**src/hdl/vigenere_cipher_stream_macros.svh**
```systemverilog
`ifndef VIGENERE_CIPHER_STREAM_MACROS_SVH
`define VIGENERE_CIPHER_STREAM_MACROS_SVH

// Same-cycle implication, sampled on clk, off during reset.
`define VCS_ASSERT_NOW(label, ante, cons, msg) \
    label: assert property (@(posedge clk) disable iff (!rst_n) (ante) |-> (cons)) \
        else $error(msg);

// Next-cycle implication, sampled on clk, off during reset.
`define VCS_ASSERT_NEXT(label, ante, cons, msg) \
    label: assert property (@(posedge clk) disable iff (!rst_n) (ante) |=> (cons)) \
        else $error(msg);

`endif

```
**src/hdl/vcs_pkg.sv**
```systemverilog
package vcs_pkg;

    localparam int unsigned CHAR_W     = 8;
    localparam int unsigned CFG_IDX_W  = 2;
    localparam int unsigned CFG_DATA_W = 64;
    localparam int unsigned KLEN_W     = 4;
    localparam int unsigned ALPHA_W    = 5;

    localparam logic [CHAR_W-1:0]     CHAR_NEWLINE = 8'h0A;
    localparam logic [CHAR_W-1:0]     LOWER_A      = 8'h61;
    localparam logic [CHAR_W-1:0]     LOWER_Z      = 8'h7A;
    localparam logic [CHAR_W-1:0]     UPPER_A      = 8'h41;
    localparam logic [CHAR_W-1:0]     UPPER_Z      = 8'h5A;
    localparam logic [ALPHA_W:0]      ALPHA_SIZE   = 6'd26;
    localparam logic [CFG_DATA_W-1:0] KEY_RESET    = 64'd97;
    localparam logic [KLEN_W-1:0]     KLEN_RESET   = 4'd1;

    typedef enum logic [CFG_IDX_W-1:0] {
        REG_DIRECTION  = 2'd0,
        REG_KEY_CHARS  = 2'd1,
        REG_KEY_LENGTH = 2'd2
    } cfg_reg_t;

    typedef enum logic {
        ST_IDLE = 1'b0,
        ST_SCAN = 1'b1
    } state_t;

    typedef struct packed {
        logic load;
        logic step;
    } ctrl_cmd_t;

    typedef struct packed {
        logic done;
        logic slot_free;
    } dp_status_t;

    function automatic logic is_lower(input logic [CHAR_W-1:0] c);
        return (c >= LOWER_A) && (c <= LOWER_Z);
    endfunction

    function automatic logic is_upper(input logic [CHAR_W-1:0] c);
        return (c >= UPPER_A) && (c <= UPPER_Z);
    endfunction

    // Letter position 0..25; meaningful only for letters.
    function automatic logic [ALPHA_W-1:0] letter_index(input logic [CHAR_W-1:0] c);
        logic [CHAR_W-1:0] d;
        d = is_lower(c) ? (c - LOWER_A) : (c - UPPER_A);
        return d[ALPHA_W-1:0];
    endfunction

endpackage

```
**src/hdl/vcs_in_if.sv**
```systemverilog
interface vcs_in_if;
    logic                          valid;
    logic                          ready;
    logic [vcs_pkg::CHAR_W-1:0]    in_char;

    modport source (output valid, output in_char, input ready);
    modport sink   (input valid, input in_char, output ready);
endinterface

```
**src/hdl/vcs_out_if.sv**
```systemverilog
interface vcs_out_if;
    logic                          valid;
    logic                          ready;
    logic [vcs_pkg::CHAR_W-1:0]    out_char;
    logic                          key_error;

    modport source (output valid, output out_char, output key_error, input ready);
    modport sink   (input valid, input out_char, input key_error, output ready);
endinterface

```
**src/hdl/vcs_cfg_if.sv**
```systemverilog
interface vcs_cfg_if;
    logic                              valid;
    logic                              ready;
    logic [vcs_pkg::CFG_IDX_W-1:0]     index;
    logic [vcs_pkg::CFG_DATA_W-1:0]    data;

    modport source (output valid, output index, output data, input ready);
    modport sink   (input valid, input index, input data, output ready);
endinterface

```
**src/hdl/vcs_ctrl.sv**
```systemverilog
module vcs_ctrl (
    input  logic                   clk,
    input  logic                   rst_n,
    input  logic                   in_valid,
    output logic                   in_ready,
    input  vcs_pkg::dp_status_t    status,
    output vcs_pkg::ctrl_cmd_t     cmd
);

    vcs_pkg::state_t state_reg;
    vcs_pkg::state_t state_next;

    always_comb
    begin
        state_next = state_reg;
        case (state_reg)
            vcs_pkg::ST_IDLE:
            begin
                if (in_valid)
                begin
                    state_next = vcs_pkg::ST_SCAN;
                end
            end
            vcs_pkg::ST_SCAN:
            begin
                if (status.slot_free && status.done)
                begin
                    state_next = vcs_pkg::ST_IDLE;
                end
            end
            default:
            begin
                state_next = vcs_pkg::ST_IDLE;
            end
        endcase
    end

    always_comb
    begin
        in_ready = 1'b0;
        cmd      = '0;
        case (state_reg)
            vcs_pkg::ST_IDLE:
            begin
                in_ready = 1'b1;
                cmd.load = in_valid;
            end
            vcs_pkg::ST_SCAN:
            begin
                // scan stalls while a finished beat still sits unclaimed
                cmd.step = status.slot_free;
            end
            default:
            begin
                in_ready = 1'b0;
            end
        endcase
    end

    always_ff @(posedge clk or negedge rst_n)
    begin
        if (!rst_n)
        begin
            state_reg <= vcs_pkg::ST_IDLE;
        end
        else
        begin
            state_reg <= state_next;
        end
    end

endmodule

```
**src/hdl/vcs_dp.sv**
```systemverilog
module vcs_dp #(
    parameter int unsigned KEY_CHARS = 8
) (
    input  logic                                clk,
    input  logic                                rst_n,
    input  vcs_pkg::ctrl_cmd_t                  cmd,
    output vcs_pkg::dp_status_t                 status,
    input  logic                                cfg_valid,
    input  logic [vcs_pkg::CFG_IDX_W-1:0]       cfg_index,
    input  logic [vcs_pkg::CFG_DATA_W-1:0]      cfg_data,
    input  logic [vcs_pkg::CHAR_W-1:0]          in_char,
    output logic                                out_valid,
    input  logic                                out_ready,
    output logic [vcs_pkg::CHAR_W-1:0]          out_char,
    output logic                                key_error
);

    localparam int unsigned POS_W  = (KEY_CHARS > 1) ? $clog2(KEY_CHARS) : 1;
    localparam int unsigned LEN_W  = $clog2(KEY_CHARS + 1);
    localparam int unsigned CMP_W  = POS_W + 1;
    localparam int unsigned KEY_W  = KEY_CHARS * vcs_pkg::CHAR_W;
    localparam int unsigned AW     = vcs_pkg::ALPHA_W;

    logic                                       dir_reg,       dir_next;
    logic [KEY_CHARS-1:0][vcs_pkg::CHAR_W-1:0]  key_reg,       key_next;
    logic [vcs_pkg::KLEN_W-1:0]                 klen_reg,      klen_next;
    logic [POS_W-1:0]                           pos_reg,       pos_next;
    logic [POS_W-1:0]                           tries_reg,     tries_next;
    logic [vcs_pkg::CHAR_W-1:0]                 char_reg,      char_next;
    logic [vcs_pkg::CHAR_W-1:0]                 out_char_reg,  out_char_next;
    logic                                       key_err_reg,   key_err_next;
    logic                                       out_valid_reg, out_valid_next;

    logic [LEN_W-1:0]            act_len;
    logic [CMP_W-1:0]            len_x;
    logic [CMP_W-1:0]            pos_inc;
    logic [POS_W-1:0]            pos_wrap;
    logic                        last_try;
    logic [vcs_pkg::CHAR_W-1:0]  key_byte;
    logic                        key_letter;
    logic [AW-1:0]               shift;
    logic                        is_nl;
    logic                        c_lower;
    logic                        c_letter;
    logic [vcs_pkg::CHAR_W-1:0]  base;
    logic [AW-1:0]               c_idx;
    logic [AW:0]                 sum;
    logic [AW:0]                 res_idx;
    logic [vcs_pkg::CHAR_W-1:0]  res_char;
    logic                        done;
    logic                        slot_free;

    always_comb
    begin
        if (klen_reg == '0)
        begin
            act_len = LEN_W'(1);
        end
        else if (klen_reg > vcs_pkg::KLEN_W'(KEY_CHARS))
        begin
            act_len = LEN_W'(KEY_CHARS);
        end
        else
        begin
            act_len = klen_reg[LEN_W-1:0];
        end
    end

    assign len_x    = CMP_W'(act_len);
    assign pos_inc  = CMP_W'(pos_reg) + CMP_W'(1);
    assign pos_wrap = (pos_inc >= len_x) ? '0 : pos_inc[POS_W-1:0];
    assign last_try = (CMP_W'(tries_reg) + CMP_W'(1)) >= len_x;

    assign key_byte   = key_reg[pos_reg];
    assign key_letter = vcs_pkg::is_lower(key_byte) || vcs_pkg::is_upper(key_byte);
    assign shift      = vcs_pkg::letter_index(key_byte);

    assign is_nl    = (char_reg == vcs_pkg::CHAR_NEWLINE);
    assign c_lower  = vcs_pkg::is_lower(char_reg);
    assign c_letter = c_lower || vcs_pkg::is_upper(char_reg);
    assign base     = c_lower ? vcs_pkg::LOWER_A : vcs_pkg::UPPER_A;
    assign c_idx    = vcs_pkg::letter_index(char_reg);

    // mod 26 shift by one compare and correction
    always_comb
    begin
        if (dir_reg)
        begin
            if (c_idx >= shift)
            begin
                res_idx = {1'b0, c_idx} - {1'b0, shift};
            end
            else
            begin
                res_idx = {1'b0, c_idx} + vcs_pkg::ALPHA_SIZE - {1'b0, shift};
            end
            sum = '0;
        end
        else
        begin
            sum = {1'b0, c_idx} + {1'b0, shift};
            res_idx = (sum >= vcs_pkg::ALPHA_SIZE) ? (sum - vcs_pkg::ALPHA_SIZE) : sum;
        end
    end

    assign res_char  = c_letter ? (base + vcs_pkg::CHAR_W'(res_idx)) : char_reg;
    assign done      = is_nl || key_letter || last_try;
    assign slot_free = !out_valid_reg || out_ready;

    assign status.done      = done;
    assign status.slot_free = slot_free;

    always_comb
    begin
        dir_next       = dir_reg;
        key_next       = key_reg;
        klen_next      = klen_reg;
        pos_next       = pos_reg;
        tries_next     = tries_reg;
        char_next      = char_reg;
        out_char_next  = out_char_reg;
        key_err_next   = key_err_reg;
        out_valid_next = out_valid_reg;

        if (cfg_valid)
        begin
            case (vcs_pkg::cfg_reg_t'(cfg_index))
                vcs_pkg::REG_DIRECTION:  dir_next  = cfg_data[0];
                vcs_pkg::REG_KEY_CHARS:  key_next  = cfg_data[KEY_W-1:0];
                vcs_pkg::REG_KEY_LENGTH: klen_next = cfg_data[vcs_pkg::KLEN_W-1:0];
                default:                 dir_next  = dir_reg;
            endcase
        end

        if (cmd.load)
        begin
            char_next  = in_char;
            tries_next = '0;
            if ((in_char != vcs_pkg::CHAR_NEWLINE) && (CMP_W'(pos_reg) >= len_x))
            begin
                pos_next = '0;
            end
        end

        if (out_valid_reg && out_ready)
        begin
            out_valid_next = 1'b0;
        end

        if (cmd.step)
        begin
            if (!is_nl)
            begin
                // each probe, failed or not, moves on; after a full lap it is back at the start
                pos_next   = pos_wrap;
                tries_next = tries_reg + POS_W'(1);
            end
            if (done)
            begin
                out_valid_next = 1'b1;
                if (is_nl)
                begin
                    out_char_next = vcs_pkg::CHAR_NEWLINE;
                    key_err_next  = 1'b0;
                end
                else if (key_letter)
                begin
                    out_char_next = res_char;
                    key_err_next  = 1'b0;
                end
                else
                begin
                    out_char_next = '0;
                    key_err_next  = 1'b1;
                end
            end
        end
    end

    always_ff @(posedge clk or negedge rst_n)
    begin
        if (!rst_n)
        begin
            dir_reg       <= 1'b0;
            key_reg       <= KEY_W'(vcs_pkg::KEY_RESET);
            klen_reg      <= vcs_pkg::KLEN_RESET;
            pos_reg       <= '0;
            out_valid_reg <= 1'b0;
        end
        else
        begin
            dir_reg       <= dir_next;
            key_reg       <= key_next;
            klen_reg      <= klen_next;
            pos_reg       <= pos_next;
            out_valid_reg <= out_valid_next;
        end
    end

    always_ff @(posedge clk)
    begin
        tries_reg    <= tries_next;
        char_reg     <= char_next;
        out_char_reg <= out_char_next;
        key_err_reg  <= key_err_next;
    end

    assign out_valid = out_valid_reg;
    assign out_char  = out_char_reg;
    assign key_error = key_err_reg;

endmodule

```
**src/hdl/vigenere_cipher_stream.sv**
```systemverilog
// Vigenere stream cipher, one ASCII character per beat in, one per beat out. An item is taken
// in while the block is idle, then a key scan tests one key byte per cycle while the output
// register has room: a newline, or a character whose current key byte is a letter, ends the
// scan at its first step, the worst case steps through the whole active key length. Results
// sit in an output register, so the next character is taken while a result waits; the key
// scan holds for as long as that register is still full and resumes once the beat is taken.
// Configuration writes are always ready and must only be issued while the block is idle.
`include "vigenere_cipher_stream_macros.svh"

module vigenere_cipher_stream #(
    parameter int unsigned KEY_CHARS = 8
) (
    input  logic           clk,
    input  logic           rst_n,
    vcs_in_if.sink         in_ch,
    vcs_out_if.source      out_ch,
    vcs_cfg_if.sink        cfg
);

    vcs_pkg::ctrl_cmd_t   cmd;
    vcs_pkg::dp_status_t  status;

    assign cfg.ready = 1'b1;

    vcs_ctrl u_ctrl (
        .clk      (clk),
        .rst_n    (rst_n),
        .in_valid (in_ch.valid),
        .in_ready (in_ch.ready),
        .status   (status),
        .cmd      (cmd)
    );

    vcs_dp #(
        .KEY_CHARS (KEY_CHARS)
    ) u_dp (
        .clk       (clk),
        .rst_n     (rst_n),
        .cmd       (cmd),
        .status    (status),
        .cfg_valid (cfg.valid),
        .cfg_index (cfg.index),
        .cfg_data  (cfg.data),
        .in_char   (in_ch.in_char),
        .out_valid (out_ch.valid),
        .out_ready (out_ch.ready),
        .out_char  (out_ch.out_char),
        .key_error (out_ch.key_error)
    );

    `VCS_ASSERT_NOW(a_err_zero_char, out_ch.valid && out_ch.key_error, out_ch.out_char == '0, "key error beat with nonzero character")
    `VCS_ASSERT_NEXT(a_busy_after_take, in_ch.valid && in_ch.ready, !in_ch.ready, "input ready right after a take")
    `VCS_ASSERT_NEXT(a_done_gives_beat, cmd.step && status.done, out_ch.valid, "finished scan did not present a result")
    `VCS_ASSERT_NOW(a_step_needs_room, cmd.step, !out_ch.valid || out_ch.ready, "scan advanced over a stalled result")

endmodule
```
**src/flat_wrapper.sv**
```systemverilog
// flat-port wrapper written by rule: the top's interface ports become plain ports
module vigenere_cipher_stream_flat 
#(
    parameter int unsigned KEY_CHARS = 8
)
  (clk, rst_n, in_ch_valid, in_ch_in_char, in_ch_ready, out_ch_valid, out_ch_out_char, out_ch_key_error, out_ch_ready, cfg_valid, cfg_index, cfg_data, cfg_ready);
  vcs_in_if in_ch_i ();
  vcs_out_if out_ch_i ();
  vcs_cfg_if cfg_i ();
  input  logic clk;
  input  logic rst_n;
  input wire logic [$bits(in_ch_i.valid)-1:0] in_ch_valid;
  input wire logic [$bits(in_ch_i.in_char)-1:0] in_ch_in_char;
  output wire logic [$bits(in_ch_i.ready)-1:0] in_ch_ready;
  output wire logic [$bits(out_ch_i.valid)-1:0] out_ch_valid;
  output wire logic [$bits(out_ch_i.out_char)-1:0] out_ch_out_char;
  output wire logic [$bits(out_ch_i.key_error)-1:0] out_ch_key_error;
  input wire logic [$bits(out_ch_i.ready)-1:0] out_ch_ready;
  input wire logic [$bits(cfg_i.valid)-1:0] cfg_valid;
  input wire logic [$bits(cfg_i.index)-1:0] cfg_index;
  input wire logic [$bits(cfg_i.data)-1:0] cfg_data;
  output wire logic [$bits(cfg_i.ready)-1:0] cfg_ready;
  assign in_ch_i.valid = in_ch_valid;
  assign in_ch_i.in_char = in_ch_in_char;
  assign in_ch_ready = in_ch_i.ready;
  assign out_ch_valid = out_ch_i.valid;
  assign out_ch_out_char = out_ch_i.out_char;
  assign out_ch_key_error = out_ch_i.key_error;
  assign out_ch_i.ready = out_ch_ready;
  assign cfg_i.valid = cfg_valid;
  assign cfg_i.index = cfg_index;
  assign cfg_i.data = cfg_data;
  assign cfg_ready = cfg_i.ready;
  vigenere_cipher_stream #(.KEY_CHARS(KEY_CHARS)) u_core (.clk(clk), .rst_n(rst_n), .in_ch(in_ch_i), .out_ch(out_ch_i), .cfg(cfg_i));
endmodule
```
**config.mk**
```make
export PLATFORM = sky130hd
export DESIGN_NAME = vigenere_cipher_stream_flat
export DESIGN_NICKNAME = d
export VERILOG_FILES = /design/src/hdl/vcs_pkg.sv /design/src/hdl/vcs_in_if.sv /design/src/hdl/vcs_out_if.sv /design/src/hdl/vcs_cfg_if.sv /design/src/hdl/vcs_ctrl.sv /design/src/hdl/vcs_dp.sv /design/src/hdl/vigenere_cipher_stream.sv /design/src/flat_wrapper.sv
export VERILOG_INCLUDE_DIRS = /design/src /design/src/hdl
export SDC_FILE = /design/constraint.sdc
export NUM_CORES = 1
export LEC_CHECK = 0
export BUFFER_PORTS_ARGS = -buffer_cell sky130_fd_sc_hd__buf_2
export CAP_MARGIN = 20
export CORE_ASPECT_RATIO = 0.5
export CORE_MARGIN = 2
export CORE_UTILIZATION = 56
export CTS_BUF_LIST = sky130_fd_sc_hd__clkbuf_16
export CTS_CLUSTER_SIZE = 10
export DETAILED_ROUTE_END_ITERATION = 10
export PLACE_DENSITY = 0.79
export SKIP_LAST_GASP = 1
export SYNTH_ARGS = -nofsm -noshare
export SYNTH_HDL_FRONTEND = slang
export SYNTH_SLANG_ARGS = --single-unit
```
**constraint.sdc**
```tcl
create_clock -name clk -period 5.6 [get_ports clk]
set_clock_uncertainty 0.15 [all_clocks]
set_input_delay 0.84 -clock clk [delete_from_list [all_inputs] [get_ports clk]]
set_output_delay 0.84 -clock clk [all_outputs]
set_load 0.01 [all_outputs]
```
==> impl_metrics.yaml <==
outcome:
  status: "complete, no violations"
clock_network:
  clk_pin_slew_ps: 70
  clock-root-buffer: "clkbuf_16"
  clockBufferDepth: 2
  numCtsBuffers: 9
  cts_tree: "yes"
  cts.htree.levels: 3
  clk_latency_ps: 340
  hold_buffers: 0
  ctsResizeCount: 0
  cts.sinks: 94
  cts_setup_buffers: 0
worst_hold_path:
  worstHoldEndpoint: "u_core.u_dp.tries_reg[1]$_DFF_P_"
  worstHoldPathCells: 2
  hold_path_class: "reg2reg"
  min_from: "u_core.u_dp.tries_reg[1]$_DFF_P_"
grt:
  grtUsageTotal_pct: 22.2
  gr-total-overflow: 0
  grt_max_degree: 75
  grt_pass1_wl_microns: 19300
  antenna_found_initial: 0
  grt_pass1_vias: 3990
logic_synthesis:
  yosysTopAreaCell: "dfrtp_1"
  synthesis.nets: 612
  synthCells: 490
  syn_area_sq_um: 5720
  synth_warnings: 0
  ys_top_cells_by_area: "dfrtp_1 31%, mux2_2 14%, edfxtp_1 8.9%"
  ys_async_sr_fraction_pct: 78.7
  syn_avg_cell_area_sq_um: 11.7
  synth_cell_types: 70
  yosys.area.top_type_share_pct: 30.6
  synth_seq_area_share_pct: 42.4
  synth_edf_count: 17
  ys.flop_type: "dfrtp_1"
  yosys_register_bits: 94
worst_setup_path:
  cp-end-kind: "register"
  cp_data_required_time_ps: 5630
  slowest_stage: "dfrtp_1"
  worstPathMaxFanout: 13
  path_cells: "buf_4, mux4_2, mux2i_1, nand3_1, xor2_1, ha_1, a2bb2oi_1, nor2_1, nor4_4, a21o_1, xor2_1, a21oi_1, ha_1, nand3_1, xor2_1, a211oi_2"
  rr_startpoint: "u_core.u_dp.pos_reg[0]$_DFF_PN0_"
  critPathArrivalTime_ps: 5080
  path_delay_family: "multiplexers"
  cpMostUsedCell: "xor2_1"
  reg2reg_depth: 16
  cp-start-kind: "register"
  path_class: "reg2reg"
  r2r_slack_ps: 550
  critPathMaxStageDelay_ps: 680
  path_buf_inv: 1
  reg2reg_to: "u_core.u_dp.out_char[4]$_SDFFCE_PP0P_"
route:
  routed_wirelength_microns: 12000
  num_vias: 4036
  wl_met2_microns: 5850
  wl_per_cell_microns: 16.6
  ant_nets: 0
  viasPerCell: 5.60
  dr.pass1.iters: 4
  remaining_drc_errors: 0
  drt_iter0_drc: 229
  route.met3.wl_microns: 568
  routed.top_layer: "met4"
  drt-met1-wl_microns: 5420
die:
  start_util_pct: 56.7
  io_pins: 91
  placementRows: 26
  die_area_sq_um: 11100
  core-area_sq_um: 10100
  fp.dieH_microns: 75.5
  die_w_microns: 147
job:
  maxCapViolCount: 0
placed_design:
  hpwl_microns: 8830
  gp_congestion: 0.861
  port_buffers: 89
  place_inst: 705
timing:
  maxSlewViolCount: 0
  relSlewSlack_pct: 38.1
  finalHoldViolations: 0
  rsz0062_at_grt: "false"
  final.setup.tns_ps: 0
  max_freq_mhz: 198
  layout_min_cycle_time_ps: 5050
  final.period_utilization_pct: 90.1
  finalSetupViolCount: 0
  tightest_slew_ps: 929
final_layout:
  layout.cells.non_filler: 721
  area_growth_syn_to_layout_pct: 15.7
  fillCellCount: 791
  num_antenna_cells: 0
  largest_reg_flops: 64
  fin_nets: 698
  final_layout_size_suffix_gt1_share_pct: 35.6
logic make-up after synthesis:
logic type | synth area share (%)
AO/OA/AOI/OAI | 11.0
XOR/XNOR | 3.21
adder cells (fa/ha/maj) | 9.93
buffers and inverters | 3.52
flip-flops | 42.4
multiplexers | 19.5
other | 0.0655
AND/OR/NAND/NOR | 10.3
Yosys cell counts, drive strengths merged, types with 8 or more instances:
library cell and instances:
nor3 9, a21oi 14, o21ai 16, nand3 10, edfxtp 17, clkbuf 13
mux4 12, a211oi 9, a21o 8, xor2 12, mux2 69, ha 39
nor2 29, inv 29, dfrtp 70, xnor2 9, nand2 23
metrics by stage:
step / setup WS (ps) / utilization [%] / cell area [sq um] / hold WS (ps)
3_5_place_dp: 593 / 62.4 / 6300 / 321
6_report: 554 / 65.6 / 6620 / 329
2_1_floorplan: 925 / - / 5720 / 296
5_1_grt: 171 / 65.6 / 6620 / 358
4_1_cts: 520 / 65.6 / 6620 / 332
3_3_place_gp: 716 / 62.4 / 6300 / 316
per-layer routing:
layer / vias up / track usage, %
li1: 1956 / -
met1: 1973 / 28.2
met2: 96 / 40.0
met3: 11 / 4.97
met4: 0 / 5.98
met5: - / 0
layout by cell type (no fill, tap or decap), types with 4 or more instances in the layout:
| cell type | Yosys | final |
|---|---|---|
| a211oi_1 | 8 | 8 |
| a21o_1 | 8 | 8 |
| a21oi_1 | 14 | 14 |
| and3_1 | 7 | 7 |
| buf_2 | 2 | 88 |
| buf_4 | 2 | 7 |
| clkbuf_16 | 0 | 9 |
| dfrtp_1 | 70 | 70 |
| dfstp_2 | 4 | 4 |
| edfxtp_1 | 17 | 17 |
| fa_1 | 4 | 4 |
| ha_1 | 39 | 39 |
| inv_1 | 29 | 30 |
| mux2_2 | 69 | 69 |
| mux2i_1 | 7 | 7 |
| mux4_2 | 12 | 12 |
| nand2_1 | 23 | 23 |
| nand2b_1 | 5 | 5 |
| nand3_1 | 10 | 10 |
| nor2_1 | 28 | 28 |
| nor2b_1 | 6 | 6 |
| nor3_1 | 7 | 7 |
| o21ai_0 | 12 | 12 |
| o21ai_1 | 4 | 4 |
| o21bai_1 | 4 | 4 |
| xnor2_1 | 9 | 9 |
| xor2_1 | 12 | 12 |
worst register-to-register path, stage by stage (launching register included):
cell	delay (ps)
dfrtp_1	680
buf_4	280
mux4_2	510
mux2i_1	360
nand3_1	150
xor2_1	200
ha_1	570
a2bb2oi_1	210
nor2_1	90
nor4_4	460
a21o_1	250
xor2_1	80
a21oi_1	180
ha_1	230
nand3_1	100
xor2_1	160
a211oi_2	220
final cells by class:
cell class / instances / area [sq um] / share of cell area, %
multi-input cells: 347 / 3090 / 46.7
flip-flops and latches: 94 / 2430 / 36.7
repair buffers: 95 / 493 / 7.45
clock buffers: 9 / 225 / 3.40
well taps: 140 / 175 / 2.65
inverters: 29 / 109 / 1.64
clock inverters: 7 / 96.3 / 1.46
how the worst max path moves through the flow:
stage	start	end	slack, ps	cells past startpoint
after global routing	u_core.u_dp.pos_reg[0]$_DFF_PN0_	u_core.u_dp.out_char[4]$_SDFFCE_PP0P_	170	16
after CTS	u_core.u_dp.pos_reg[0]$_DFF_PN0_	u_core.u_dp.out_char[4]$_SDFFCE_PP0P_	520	16
final	u_core.u_dp.pos_reg[0]$_DFF_PN0_	u_core.u_dp.out_char[4]$_SDFFCE_PP0P_	550	16
after detailed placement	u_core.u_dp.pos_reg[0]$_DFF_PN0_	u_core.u_dp.out_char[5]$_SDFFCE_PP0P_	590	15
after floorplan	u_core.u_dp.pos_reg[0]$_DFF_PN0_	u_core.u_dp.out_char[5]$_SDFFCE_PP0P_	930	17
after global placement	u_core.u_dp.pos_reg[0]$_DFF_PN0_	u_core.u_dp.out_char[4]$_SDFFCE_PP0P_	720	16
Power is left out: the tool's default activity adds up to more than one toggle a clock period on the data nets, which glitch-free logic cannot reach.
